[src/sv/strict_utf8_to_utf16_utf32_assert.svh]
// ----------------------------------------------------------------------------
// Assertion macros for the strict UTF-8 decoder
// Concurrent checks on clk_i, disabled while rst_ni is low; empty for synthesis.
// ----------------------------------------------------------------------------
`ifndef STRICT_UTF8_TO_UTF16_UTF32_ASSERT_SVH
`define STRICT_UTF8_TO_UTF16_UTF32_ASSERT_SVH

`ifndef SYNTHESIS
// ante |-> cons, same cycle
`define SU8_ASSERT_IMP(label, ante, cons) \
  label: assert property (@(posedge clk_i) disable iff (!rst_ni) (ante) |-> (cons)) \
    else $error("su8 check failed");
// ante |=> cons, next cycle
`define SU8_ASSERT_NEXT(label, ante, cons) \
  label: assert property (@(posedge clk_i) disable iff (!rst_ni) (ante) |=> (cons)) \
    else $error("su8 check failed");
`else
`define SU8_ASSERT_IMP(label, ante, cons)
`define SU8_ASSERT_NEXT(label, ante, cons)
`endif

`endif

[src/sv/su8_pkg.sv]
// ----------------------------------------------------------------------------
// su8_pkg
// Shared types and constants of the strict UTF-8 decoder.
// ----------------------------------------------------------------------------
package su8_pkg;

  localparam int unsigned CP_W    = 21;
  localparam int unsigned UNITS_W = 24;
  localparam int unsigned QDEPTH  = 2;

  // result status codes; also used as the closing kind of a queue entry
  localparam logic [1:0] ST_DATA     = 2'd0;
  localparam logic [1:0] ST_TERM     = 2'd1;
  localparam logic [1:0] ST_INVALID  = 2'd2;
  localparam logic [1:0] ST_CAPACITY = 2'd3;

  // configuration register indexes
  localparam logic [1:0] REG_OUT_MODE = 2'd0;
  localparam logic [1:0] REG_CAPACITY = 2'd1;

  // UTF-16 surrogate construction
  localparam logic [CP_W-1:0] SUPP_BASE = 21'h010000;
  localparam logic [CP_W-1:0] SUR_HI    = 21'h00D800;
  localparam logic [CP_W-1:0] SUR_LO    = 21'h00DC00;

  // configuration seen by the decoder
  typedef struct packed {
    logic               out_mode;
    logic [UNITS_W-1:0] capacity;
  } su8_cfg_t;

  // one decoded byte: 0..2 data units, then an optional closing result
  typedef struct packed {
    logic [CP_W-1:0] cp;
    logic [1:0]      ndata;
    logic [1:0]      fin;    // ST_DATA means no closing result
  } su8_entry_t;

endpackage

[src/sv/strict_utf8_to_utf16_utf32.sv]
// A byte's first result is held in a queue slot and then in the sequencer's work register
// before it is presented. Throughput: one byte per cycle while the queue is not full;
// the output port sends one result per cycle while it is ready, so a byte giving a
// surrogate pair or a unit plus terminator holds it for two or three results, and a
// 2-entry queue between decoder and sequencer absorbs the difference.
// Reset (async, active low): text state, queue and output cleared at once;
// out_mode = 1, capacity_units = 0xFFFFFF.
// ----------------------------------------------------------------------------
// strict_utf8_to_utf16_utf32
// Strict streaming UTF-8 decoder with UTF-32 or UTF-16 output and capacity check.
// ----------------------------------------------------------------------------
`include "strict_utf8_to_utf16_utf32_assert.svh"

module strict_utf8_to_utf16_utf32 (
  input  logic        clk_i,
  input  logic        rst_ni,
  // byte input
  input  logic        s_axis_tvalid,
  output logic        s_axis_tready,
  input  logic [7:0]  s_axis_tdata,   // [7:0] in_byte
  input  logic        s_axis_tlast,   // last_byte
  // result output
  output logic        m_axis_tvalid,
  input  logic        m_axis_tready,
  output logic [23:0] m_axis_tdata,   // [20:0] unit, [23:21] zero
  output logic [1:0]  m_axis_tuser,   // [1:0] status
  output logic        m_axis_tlast,   // last_result
  // configuration writes
  input  logic        cfg_valid_i,
  output logic        cfg_ready_o,
  input  logic [1:0]  cfg_index_i,
  input  logic [23:0] cfg_data_i
);

  su8_pkg::su8_cfg_t        cfg;
  logic                     out_mode_q;
  logic [23:0]              capacity_q;
  logic                     push;
  logic                     full;
  logic                     pop;
  logic                     empty;
  su8_pkg::su8_entry_t      push_entry;
  su8_pkg::su8_entry_t      head_entry;
  logic [su8_pkg::CP_W-1:0] unit;

  // configuration registers
  assign cfg_ready_o = 1'b1;

  always_ff @(posedge clk_i or negedge rst_ni) begin
    if (!rst_ni) begin
      out_mode_q <= 1'b1;
      capacity_q <= 24'hFFFFFF;
    end else if (cfg_valid_i) begin
      unique case (cfg_index_i)
        su8_pkg::REG_OUT_MODE: out_mode_q <= cfg_data_i[0];
        su8_pkg::REG_CAPACITY: capacity_q <= cfg_data_i;
        default: ;
      endcase
    end
  end

  assign cfg.out_mode = out_mode_q;
  assign cfg.capacity = capacity_q;

  su8_front u_front (
    .clk_i   (clk_i),
    .rst_ni  (rst_ni),
    .valid_i (s_axis_tvalid),
    .ready_o (s_axis_tready),
    .byte_i  (s_axis_tdata),
    .last_i  (s_axis_tlast),
    .cfg_i   (cfg),
    .full_i  (full),
    .push_o  (push),
    .entry_o (push_entry)
  );

  su8_queue u_queue (
    .clk_i   (clk_i),
    .rst_ni  (rst_ni),
    .push_i  (push),
    .entry_i (push_entry),
    .full_o  (full),
    .pop_i   (pop),
    .empty_o (empty),
    .entry_o (head_entry)
  );

  su8_back u_back (
    .clk_i    (clk_i),
    .rst_ni   (rst_ni),
    .empty_i  (empty),
    .entry_i  (head_entry),
    .pop_o    (pop),
    .valid_o  (m_axis_tvalid),
    .ready_i  (m_axis_tready),
    .unit_o   (unit),
    .status_o (m_axis_tuser),
    .last_o   (m_axis_tlast)
  );

  assign m_axis_tdata = {3'b000, unit};

  // data units never close a text, everything else does
  `SU8_ASSERT_IMP(a_last_iff_not_data, m_axis_tvalid, (m_axis_tuser == su8_pkg::ST_DATA) == !m_axis_tlast)
  // terminator and error results carry a zero unit
  `SU8_ASSERT_IMP(a_close_unit_zero, m_axis_tvalid && m_axis_tuser != su8_pkg::ST_DATA, m_axis_tdata == 24'd0)
  // a high surrogate is followed at once by its low half
  `SU8_ASSERT_NEXT(a_pair_follows, m_axis_tvalid && m_axis_tready && m_axis_tuser == su8_pkg::ST_DATA && m_axis_tdata[20:10] == 11'h036, m_axis_tvalid && m_axis_tuser == su8_pkg::ST_DATA && m_axis_tdata[20:10] == 11'h037)

endmodule

[src/sv/su8_front.sv]
// ----------------------------------------------------------------------------
// su8_front
// Byte decoder: validates UTF-8, tracks the text state and the unit count,
// and pushes one entry per byte that produces results.
// ----------------------------------------------------------------------------
module su8_front (
  input  logic                clk_i,
  input  logic                rst_ni,
  input  logic                valid_i,
  output logic                ready_o,
  input  logic [7:0]          byte_i,
  input  logic                last_i,
  input  su8_pkg::su8_cfg_t   cfg_i,
  input  logic                full_i,
  output logic                push_o,
  output su8_pkg::su8_entry_t entry_o
);

  logic [7:0]                  lead_q, lead_d;
  logic [su8_pkg::CP_W-1:0]    partial_q, partial_d;
  logic [1:0]                  pending_q, pending_d;
  logic [1:0]                  cont_q, cont_d;
  logic [su8_pkg::UNITS_W-1:0] units_q, units_d;
  logic                        discard_q, discard_d;
  logic                        accept;

  assign ready_o = !full_i;
  assign accept  = valid_i && !full_i;

  // decode one byte
  always_comb begin
    logic                     have;
    logic [su8_pkg::CP_W-1:0] cp;
    logic [1:0]               err;
    logic [1:0]               need;
    logic [1:0]               ndata;
    logic [1:0]               fin;
    logic                     bad_second;
    logic [25:0]              sum;

    lead_d     = lead_q;
    partial_d  = partial_q;
    pending_d  = pending_q;
    cont_d     = cont_q;
    units_d    = units_q;
    discard_d  = discard_q;
    have       = 1'b0;
    cp         = '0;
    err        = su8_pkg::ST_DATA;
    ndata      = 2'd0;
    fin        = su8_pkg::ST_DATA;
    need       = 2'd1;
    bad_second = 1'b0;
    sum        = '0;

    if (discard_q) begin
      // drop bytes up to the end of the broken text
      if (last_i) begin
        lead_d    = '0;
        partial_d = '0;
        pending_d = '0;
        cont_d    = '0;
        units_d   = '0;
        discard_d = 1'b0;
      end
    end else begin
      if (pending_q == 2'd0) begin
        // lead byte
        if (byte_i == 8'h00) begin
          err = su8_pkg::ST_INVALID;
        end else if (byte_i < 8'h80) begin
          cp   = su8_pkg::CP_W'(byte_i);
          have = 1'b1;
        end else if (byte_i >= 8'hC2 && byte_i <= 8'hDF) begin
          lead_d    = byte_i;
          partial_d = su8_pkg::CP_W'(byte_i[4:0]);
          pending_d = 2'd1;
          cont_d    = 2'd0;
        end else if (byte_i >= 8'hE0 && byte_i <= 8'hEF) begin
          lead_d    = byte_i;
          partial_d = su8_pkg::CP_W'(byte_i[3:0]);
          pending_d = 2'd2;
          cont_d    = 2'd0;
        end else if (byte_i >= 8'hF0 && byte_i <= 8'hF4) begin
          lead_d    = byte_i;
          partial_d = su8_pkg::CP_W'(byte_i[2:0]);
          pending_d = 2'd3;
          cont_d    = 2'd0;
        end else begin
          err = su8_pkg::ST_INVALID;
        end
      end else begin
        // continuation byte; second byte limits rule out overlongs,
        // surrogates and values above U+10FFFF
        bad_second = (cont_q == 2'd0) &&
                     ((lead_q == 8'hE0 && byte_i < 8'hA0) ||
                      (lead_q == 8'hED && byte_i >= 8'hA0) ||
                      (lead_q == 8'hF0 && byte_i < 8'h90) ||
                      (lead_q == 8'hF4 && byte_i >= 8'h90));
        if (byte_i[7:6] != 2'b10 || bad_second) begin
          err = su8_pkg::ST_INVALID;
        end else begin
          partial_d = {partial_q[su8_pkg::CP_W-7:0], byte_i[5:0]};
          pending_d = pending_q - 2'd1;
          cont_d    = cont_q + 2'd1;
          if (pending_d == 2'd0) begin
            cp        = partial_d;
            have      = 1'b1;
            lead_d    = '0;
            partial_d = '0;
            cont_d    = '0;
          end
        end
      end

      // capacity check for the code point, terminator slot reserved
      if (!cfg_i.out_mode || cp[su8_pkg::CP_W-1:16] == '0) begin
        need = 2'd1;
      end else begin
        need = 2'd2;
      end
      sum = 26'(units_q) + 26'(need) + 26'd1;
      if (err == su8_pkg::ST_DATA && have) begin
        if (sum > 26'(cfg_i.capacity)) begin
          err = su8_pkg::ST_CAPACITY;
        end else begin
          ndata   = need;
          units_d = units_q + su8_pkg::UNITS_W'(need);
        end
      end

      // text cut off inside a sequence
      if (err == su8_pkg::ST_DATA && last_i && pending_d != 2'd0) begin
        err = su8_pkg::ST_INVALID;
      end

      if (err != su8_pkg::ST_DATA) begin
        ndata     = 2'd0;
        fin       = err;
        lead_d    = '0;
        partial_d = '0;
        pending_d = '0;
        cont_d    = '0;
        units_d   = '0;
        discard_d = !last_i;
      end else if (last_i) begin
        // terminator, checked against capacity as well
        if (26'(units_d) + 26'd1 > 26'(cfg_i.capacity)) begin
          ndata = 2'd0;
          fin   = su8_pkg::ST_CAPACITY;
        end else begin
          fin = su8_pkg::ST_TERM;
        end
        lead_d    = '0;
        partial_d = '0;
        pending_d = '0;
        cont_d    = '0;
        units_d   = '0;
        discard_d = 1'b0;
      end
    end

    entry_o.cp    = cp;
    entry_o.ndata = ndata;
    entry_o.fin   = fin;
    push_o        = accept && (ndata != 2'd0 || fin != su8_pkg::ST_DATA);
  end

  // text state
  always_ff @(posedge clk_i or negedge rst_ni) begin
    if (!rst_ni) begin
      lead_q    <= '0;
      partial_q <= '0;
      pending_q <= '0;
      cont_q    <= '0;
      units_q   <= '0;
      discard_q <= 1'b0;
    end else if (accept) begin
      lead_q    <= lead_d;
      partial_q <= partial_d;
      pending_q <= pending_d;
      cont_q    <= cont_d;
      units_q   <= units_d;
      discard_q <= discard_d;
    end
  end

endmodule

[src/sv/su8_queue.sv]
// ----------------------------------------------------------------------------
// su8_queue
// Short entry queue between the byte decoder and the result sequencer.
// ----------------------------------------------------------------------------
module su8_queue (
  input  logic                clk_i,
  input  logic                rst_ni,
  input  logic                push_i,
  input  su8_pkg::su8_entry_t entry_i,
  output logic                full_o,
  input  logic                pop_i,
  output logic                empty_o,
  output su8_pkg::su8_entry_t entry_o
);

  localparam int unsigned PTR_W = (su8_pkg::QDEPTH > 1) ? $clog2(su8_pkg::QDEPTH) : 1;
  localparam int unsigned CNT_W = $clog2(su8_pkg::QDEPTH + 1);

  su8_pkg::su8_entry_t slot_q [su8_pkg::QDEPTH];
  logic [PTR_W-1:0]    wr_q, wr_d;
  logic [PTR_W-1:0]    rd_q, rd_d;
  logic [CNT_W-1:0]    cnt_q, cnt_d;

  assign full_o  = (cnt_q == CNT_W'(su8_pkg::QDEPTH));
  assign empty_o = (cnt_q == '0);
  assign entry_o = slot_q[rd_q];

  // pointer and count update
  always_comb begin
    wr_d  = wr_q;
    rd_d  = rd_q;
    cnt_d = cnt_q;
    if (push_i) begin
      wr_d = (wr_q == PTR_W'(su8_pkg::QDEPTH - 1)) ? '0 : wr_q + PTR_W'(1);
    end
    if (pop_i) begin
      rd_d = (rd_q == PTR_W'(su8_pkg::QDEPTH - 1)) ? '0 : rd_q + PTR_W'(1);
    end
    if (push_i && !pop_i) begin
      cnt_d = cnt_q + CNT_W'(1);
    end else if (pop_i && !push_i) begin
      cnt_d = cnt_q - CNT_W'(1);
    end
  end

  always_ff @(posedge clk_i or negedge rst_ni) begin
    if (!rst_ni) begin
      wr_q  <= '0;
      rd_q  <= '0;
      cnt_q <= '0;
    end else begin
      wr_q  <= wr_d;
      rd_q  <= rd_d;
      cnt_q <= cnt_d;
    end
  end

  // entry storage
  always_ff @(posedge clk_i) begin
    if (push_i) begin
      slot_q[wr_q] <= entry_i;
    end
  end

endmodule

[src/sv/su8_back.sv]
// ----------------------------------------------------------------------------
// su8_back
// Result sequencer: expands one entry into data units (surrogate pair in
// UTF-16 mode) followed by its terminator or error result, if it has one.
// ----------------------------------------------------------------------------
module su8_back (
  input  logic                     clk_i,
  input  logic                     rst_ni,
  input  logic                     empty_i,
  input  su8_pkg::su8_entry_t      entry_i,
  output logic                     pop_o,
  output logic                     valid_o,
  input  logic                     ready_i,
  output logic [su8_pkg::CP_W-1:0] unit_o,
  output logic [1:0]               status_o,
  output logic                     last_o
);

  su8_pkg::su8_entry_t      work_q, work_d;
  logic                     work_valid_q, work_valid_d;
  logic [1:0]               phase_q, phase_d;
  logic [1:0]               total;
  logic                     fire;
  logic                     final_res;
  logic                     load;
  logic [su8_pkg::CP_W-1:0] v;

  assign total     = work_q.ndata + ((work_q.fin != su8_pkg::ST_DATA) ? 2'd1 : 2'd0);
  assign fire      = work_valid_q && ready_i;
  assign final_res = (phase_q == total - 2'd1);
  assign load      = !work_valid_q || (fire && final_res);
  assign pop_o     = load && !empty_i;
  assign valid_o   = work_valid_q;
  assign v         = work_q.cp - su8_pkg::SUPP_BASE;

  // current result of the entry
  always_comb begin
    unit_o   = '0;
    status_o = work_q.fin;
    last_o   = 1'b1;
    if (phase_q < work_q.ndata) begin
      status_o = su8_pkg::ST_DATA;
      last_o   = 1'b0;
      if (work_q.ndata == 2'd1) begin
        unit_o = work_q.cp;
      end else if (phase_q == 2'd0) begin
        unit_o = su8_pkg::SUR_HI | su8_pkg::CP_W'(v[19:10]);
      end else begin
        unit_o = su8_pkg::SUR_LO | su8_pkg::CP_W'(v[9:0]);
      end
    end
  end

  // step through the entry, fetch the next one after its final result
  always_comb begin
    work_d       = work_q;
    work_valid_d = work_valid_q;
    phase_d      = phase_q;
    if (load) begin
      work_valid_d = !empty_i;
      work_d       = entry_i;
      phase_d      = 2'd0;
    end else if (fire) begin
      phase_d = phase_q + 2'd1;
    end
  end

  always_ff @(posedge clk_i or negedge rst_ni) begin
    if (!rst_ni) begin
      work_valid_q <= 1'b0;
      phase_q      <= '0;
    end else begin
      work_valid_q <= work_valid_d;
      phase_q      <= phase_d;
    end
  end

  always_ff @(posedge clk_i) begin
    work_q <= work_d;
  end

endmodule

[config.mk]
export PLATFORM = sky130hd
export DESIGN_NAME = strict_utf8_to_utf16_utf32
export DESIGN_NICKNAME = d
export VERILOG_FILES = /design/src/sv/su8_pkg.sv /design/src/sv/strict_utf8_to_utf16_utf32.sv /design/src/sv/su8_front.sv /design/src/sv/su8_queue.sv /design/src/sv/su8_back.sv
export VERILOG_INCLUDE_DIRS = /design/src /design/src/sv
export SDC_FILE = /design/constraint.sdc
export NUM_CORES = 1
export LEC_CHECK = 0
export ABC_CLOCK_PERIOD_IN_PS = 21400
export BUFFER_PORTS_ARGS = -buffer_cell sky130_fd_sc_hd__buf_4
export CORE_ASPECT_RATIO = 1.25
export CORE_UTILIZATION = 50
export DETAILED_ROUTE_END_ITERATION = 16
export PLACE_DENSITY = 0.79
export REMOVE_ABC_BUFFERS = 1
export SETUP_SLACK_MARGIN = 0.15
export SLEW_MARGIN = 20
export SYNTH_ARGS = -nofsm -noshare
export SYNTH_HDL_FRONTEND = slang
export SYNTH_SLANG_ARGS = --single-unit
export TNS_END_PERCENT = 20
[constraint.sdc]
create_clock -name clk_i -period 21.4 [get_ports clk_i]
set_input_delay 4.28 -clock clk_i [delete_from_list [all_inputs] [get_ports clk_i]]
set_output_delay 4.28 -clock clk_i [all_outputs]
set_load 0.005 [all_outputs]
==> results.py <==
metrics = {
    "run_status": {
        "outcome": "complete, no violations",
    },
    "detailed_routing": {
        "dr.first_iter.drc_count": 683,
        "wl_per_cell_um": 21.3,
        "dr_total_vias": 8871,
        "drt_pass1_iterations": 5,
        "drt-total-wl_um": 30300,
        "drt_drc_violations_left": 0,
        "ant_nets": 0,
        "drt-vias-per-instance": 6.25,
    },
    "synth": {
        "synth.yosys.warnings": 0,
        "synth_top_area_frac": 0.210,
        "synth_top_cell_by_area": "sky130_fd_sc_hd__edfxtp_1",
        "synth_commonest_cells": "sky130_fd_sc_hd__nand2_1 (89), sky130_fd_sc_hd__edfxtp_1 (75), sky130_fd_sc_hd__nor2_1 (75), sky130_fd_sc_hd__xnor2_1 (62), sky130_fd_sc_hd__ha_1 (60)",
        "async_reset_ff_frac": 0.528,
        "cells_taking_the_most_area_after_synthesis": "sky130_fd_sc_hd__edfxtp_1 (21%), sky130_fd_sc_hd__dfrtp_1 (14%), sky130_fd_sc_hd__ha_1 (7.0%)",
        "part_of_the_yosys_area_used_for_sequential_elements": 0.408,
        "synthMostInstantiatedCell": "sky130_fd_sc_hd__nand2_1",
        "number_of_synthesized_flops_with_an_enable_pin": 75,
        "synthDistinctLibCells": 79,
        "post_synth.cell_area_avg_um2": 9.80,
        "post_synth_instance_area_um2": 10700,
        "number_of_instances_in_the_synthesized_netlist": 1097,
        "synth-main-ff-cell": "sky130_fd_sc_hd__edfxtp_1",
        "synth-seq-cells": 159,
    },
    "timing": {
        "final_max_slew_viol_count": 0,
        "fin_worst_skew_ns": 0.0121,
        "period_needed_ns": 15.64,
        "fin_setup_tns_ns": 0,
        "grt_setup_unrepaired": "false",
        "worstMarginPinSlew_ns": 1.08,
        "final_report_hold_violation_count": 0,
        "post_route_hold_slack_ns": 0.501,
        "clock.fmax_ghz": 0.0639,
        "slew_margin_rel": 0.278,
        "setup_violations": 0,
        "finalCritPeriodShare": 0.731,
    },
    "placed_design": {
        "place.detailed.hpwl_um": 22400,
        "port-buffer-count": 65,
        "placedInstanceArea_um2": 11400,
        "finalWeightedCongestion": 0.990,
    },
    "pwr": {
        "vdd_ir_drop_max_mv": 0.103,
        "power.net_switching_mw": 0.425,
        "power_total_mw": 1.19,
        "static-leakage-power_nw": 4.90,
        "sw_frac_of_total": 0.356,
        "seq_power_share": 0.395,
        "p_comb_frac": 0.354,
        "internal_power_mw": 0.769,
        "pwr-share-clk": 0.252,
        "power.density_nw_per_um2": 99.7,
    },
    "finish": {
        "sequential_cell_area_um2": 4390,
        "fin_area_um2": 12000,
        "insertedDiodeCount": 0,
        "multiInputGateArea_um2": 5920,
        "area.growth.synth_to_final_pct": 11.4,
        "drive_gt1_frac": 0.192,
        "final.fill_count": 1856,
        "nets": 1234,
    },
    "global_route": {
        "grt_antenna_before_repair": 0,
        "first_pass_grt_wire_length_um": 47700,
        "grt_pass1_vias": 8749,
        "grt.overflow.total": 0,
        "largest_net_degree_at_the_start_of_global_routing": 55,
        "grtUsageTotal": 0.280,
    },
    "clock_network": {
        "clk_lat_worst_skew_ns": 0.44,
        "clock_tree.root_cell": "sky130_fd_sc_hd__clkbuf_16",
        "cts_resized": 0,
        "worst_setup_hold_path_clk_slew_ns": 0.06,
        "cts_num_sinks": 159,
        "clockBufferDepth": 2,
        "cts_htree_levels": 4,
        "tritoncts": "done",
        "cts-hold-fix-buffers": 0,
        "cts_setup_buffers": 0,
        "numCtsBuffers": 17,
    },
    "setup_path": {
        "start_kind": "input port",
        "crit_required_ns": 21.58,
        "timing.critical_path.to_type": "flip-flop",
        "critical_path_peak_fanout": 18,
        "setup.worst_path.class": "in2reg",
        "critical_path.max_stage_delay_ns": 0.76,
        "crit_arrival_ns": 15.82,
        "slowest_stage": "sky130_fd_sc_hd__a31oi_1",
        "timing.critical_path.mode_cell": "sky130_fd_sc_hd__a21o_1",
    },
    "die": {
        "core.rowCount": 59,
        "fp.dieArea_um2": 22100,
        "initial_core_utilization": 0.513,
        "design.portCount": 70,
        "die_height_um": 166,
        "die_width_um": 133,
        "std_cell_core_area_um2": 21000,
    },
    "run": {
        "max_cap_violations": 0,
    },
    "min_path": {
        "hp-class": "reg2reg",
    },
}
[worst paths after layout]
path | slack (ns) | start | cells past startpoint | end
setup reg to reg | 9.26 | u_front.pending_q[0]$_DFFE_PN0P_ | 41 | u_queue.slot_q[1][1]$_DFFE_PP_
hold reg to reg | 0.50 | u_queue.wr_q$_DFFE_PN0P_ | 1 | u_queue.wr_q$_DFFE_PN0P_
max in group asynchronous | 16.44 | rst_ni | 2 | u_queue.rd_q$_DFFE_PN0P_
hold / removal | 0.50 | u_queue.wr_q$_DFFE_PN0P_ | 1 | u_queue.wr_q$_DFFE_PN0P_
setup / recovery | 5.76 | s_axis_tdata[7] | 41 | u_queue.slot_q[1][1]$_DFFE_PP_
min in group asynchronous | 3.79 | rst_ni | 1 | u_front.units_q[16]$_DFFE_PN0P_
[cell usage in the layout (no fill, tap or decap), types with 8 or more instances in the layout]
master                      netlist  final
sky130_fd_sc_hd__ha_1            60     60
sky130_fd_sc_hd__nand3_1         40     40
sky130_fd_sc_hd__a211oi_1         8      8
sky130_fd_sc_hd__inv_1           47     47
sky130_fd_sc_hd__xor2_1          23     23
sky130_fd_sc_hd__a21o_1          12     12
sky130_fd_sc_hd__nor3_1          26     25
sky130_fd_sc_hd__nor2_1          75     75
sky130_fd_sc_hd__a31oi_1         26     26
sky130_fd_sc_hd__nor4_1          12     12
sky130_fd_sc_hd__nand4_1         14     14
sky130_fd_sc_hd__and2_1          23     23
sky130_fd_sc_hd__a22o_1          18     18
sky130_fd_sc_hd__dfstp_2         25     25
sky130_fd_sc_hd__clkbuf_16        0     17
sky130_fd_sc_hd__and3_1          30     30
sky130_fd_sc_hd__nand3b_1         8      8
sky130_fd_sc_hd__o21a_1          11     11
sky130_fd_sc_hd__xnor2_1         62     62
sky130_fd_sc_hd__mux2_2          53     53
sky130_fd_sc_hd__buf_4           11     77
sky130_fd_sc_hd__edfxtp_1        75     75
sky130_fd_sc_hd__o211ai_1        10     10
sky130_fd_sc_hd__nand2_1         89     89
sky130_fd_sc_hd__a21oi_1         55     55
sky130_fd_sc_hd__o21ai_0         48     46
sky130_fd_sc_hd__dfrtp_1         59     58
[flip-flops by register name, summed over array words and instances, names as in the netlist, 2 cells and up]
name / flops
u_back.phase_q: 2
u_front.partial_q: 15
capacity_q: 24
u_front.lead_q: 8
u_queue.cnt_q: 2
u_front.cont_q: 2
u_front.units_q: 24
u_queue.slot_q: 50
u_front.pending_q: 2
u_back.work_q: 25
[per-stage QoR]
step,util,setup slack (ns),cells
floorplan,-,8.17,1037
global placement,0.544,6.13,1388
detailed placement,0.544,5.56,1388
CTS,0.571,5.97,1420
global route,0.571,5.07,1420
finish,0.571,5.76,1420
[power groups by stage]
stage / logic [mW] / registers (mW) / clock network, mW
2_1_floorplan: 0.262 / 0.461 / 0
3_5_place_dp: 0.421 / 0.476 / 0
4_1_cts: 0.423 / 0.471 / 0.304
3_3_place_gp: 0.408 / 0.472 / 0
5_1_grt: 0.464 / 0.479 / 0.317
6_report: 0.422 / 0.471 / 0.300
[final cells by class]
class | count | area share
Multi-Input combinational cell | 831 | 0.494
Sequential cell | 159 | 0.366
Timing Repair Buffer | 77 | 0.0483
Clock buffer | 18 | 0.0367
Tap cell | 274 | 0.0286
Inverter | 47 | 0.0147
Clock inverter | 14 | 0.0110
[critical path, delay by kind of cell]
family / cells / cell delay [ns]
AOI/OAI and AO/OA: 19 / 5.02
xor gates and xnor gates: 2 / 0.24
adders and majority gates: 5 / 1.45
buffers and inverters: 1 / 0.16
and+or+nand+nor: 14 / 4.63
[logic make-up after synthesis]
logic type                 after synthesis  synth area share
AOI/OAI and AO/OA                      249             0.161
xor gates and xnor gates                85            0.0693
adders and majority gates               61            0.0717
buffers and inverters                  109            0.0430
DFF                                    159             0.408
muxes                                   58            0.0602
other                                    2          0.000699
and+or+nand+nor                        374             0.186
[layer usage]
metal,GRT usage,routed length [um],vias to the layer above
met1,0.328,12200,4353
met4,0.138,1480,0
li1,-,-,4122
met5,0,0,-
met3,0.0348,1170,86
met2,0.501,15500,310
Note: power is estimated with default switching activity, not from simulation.
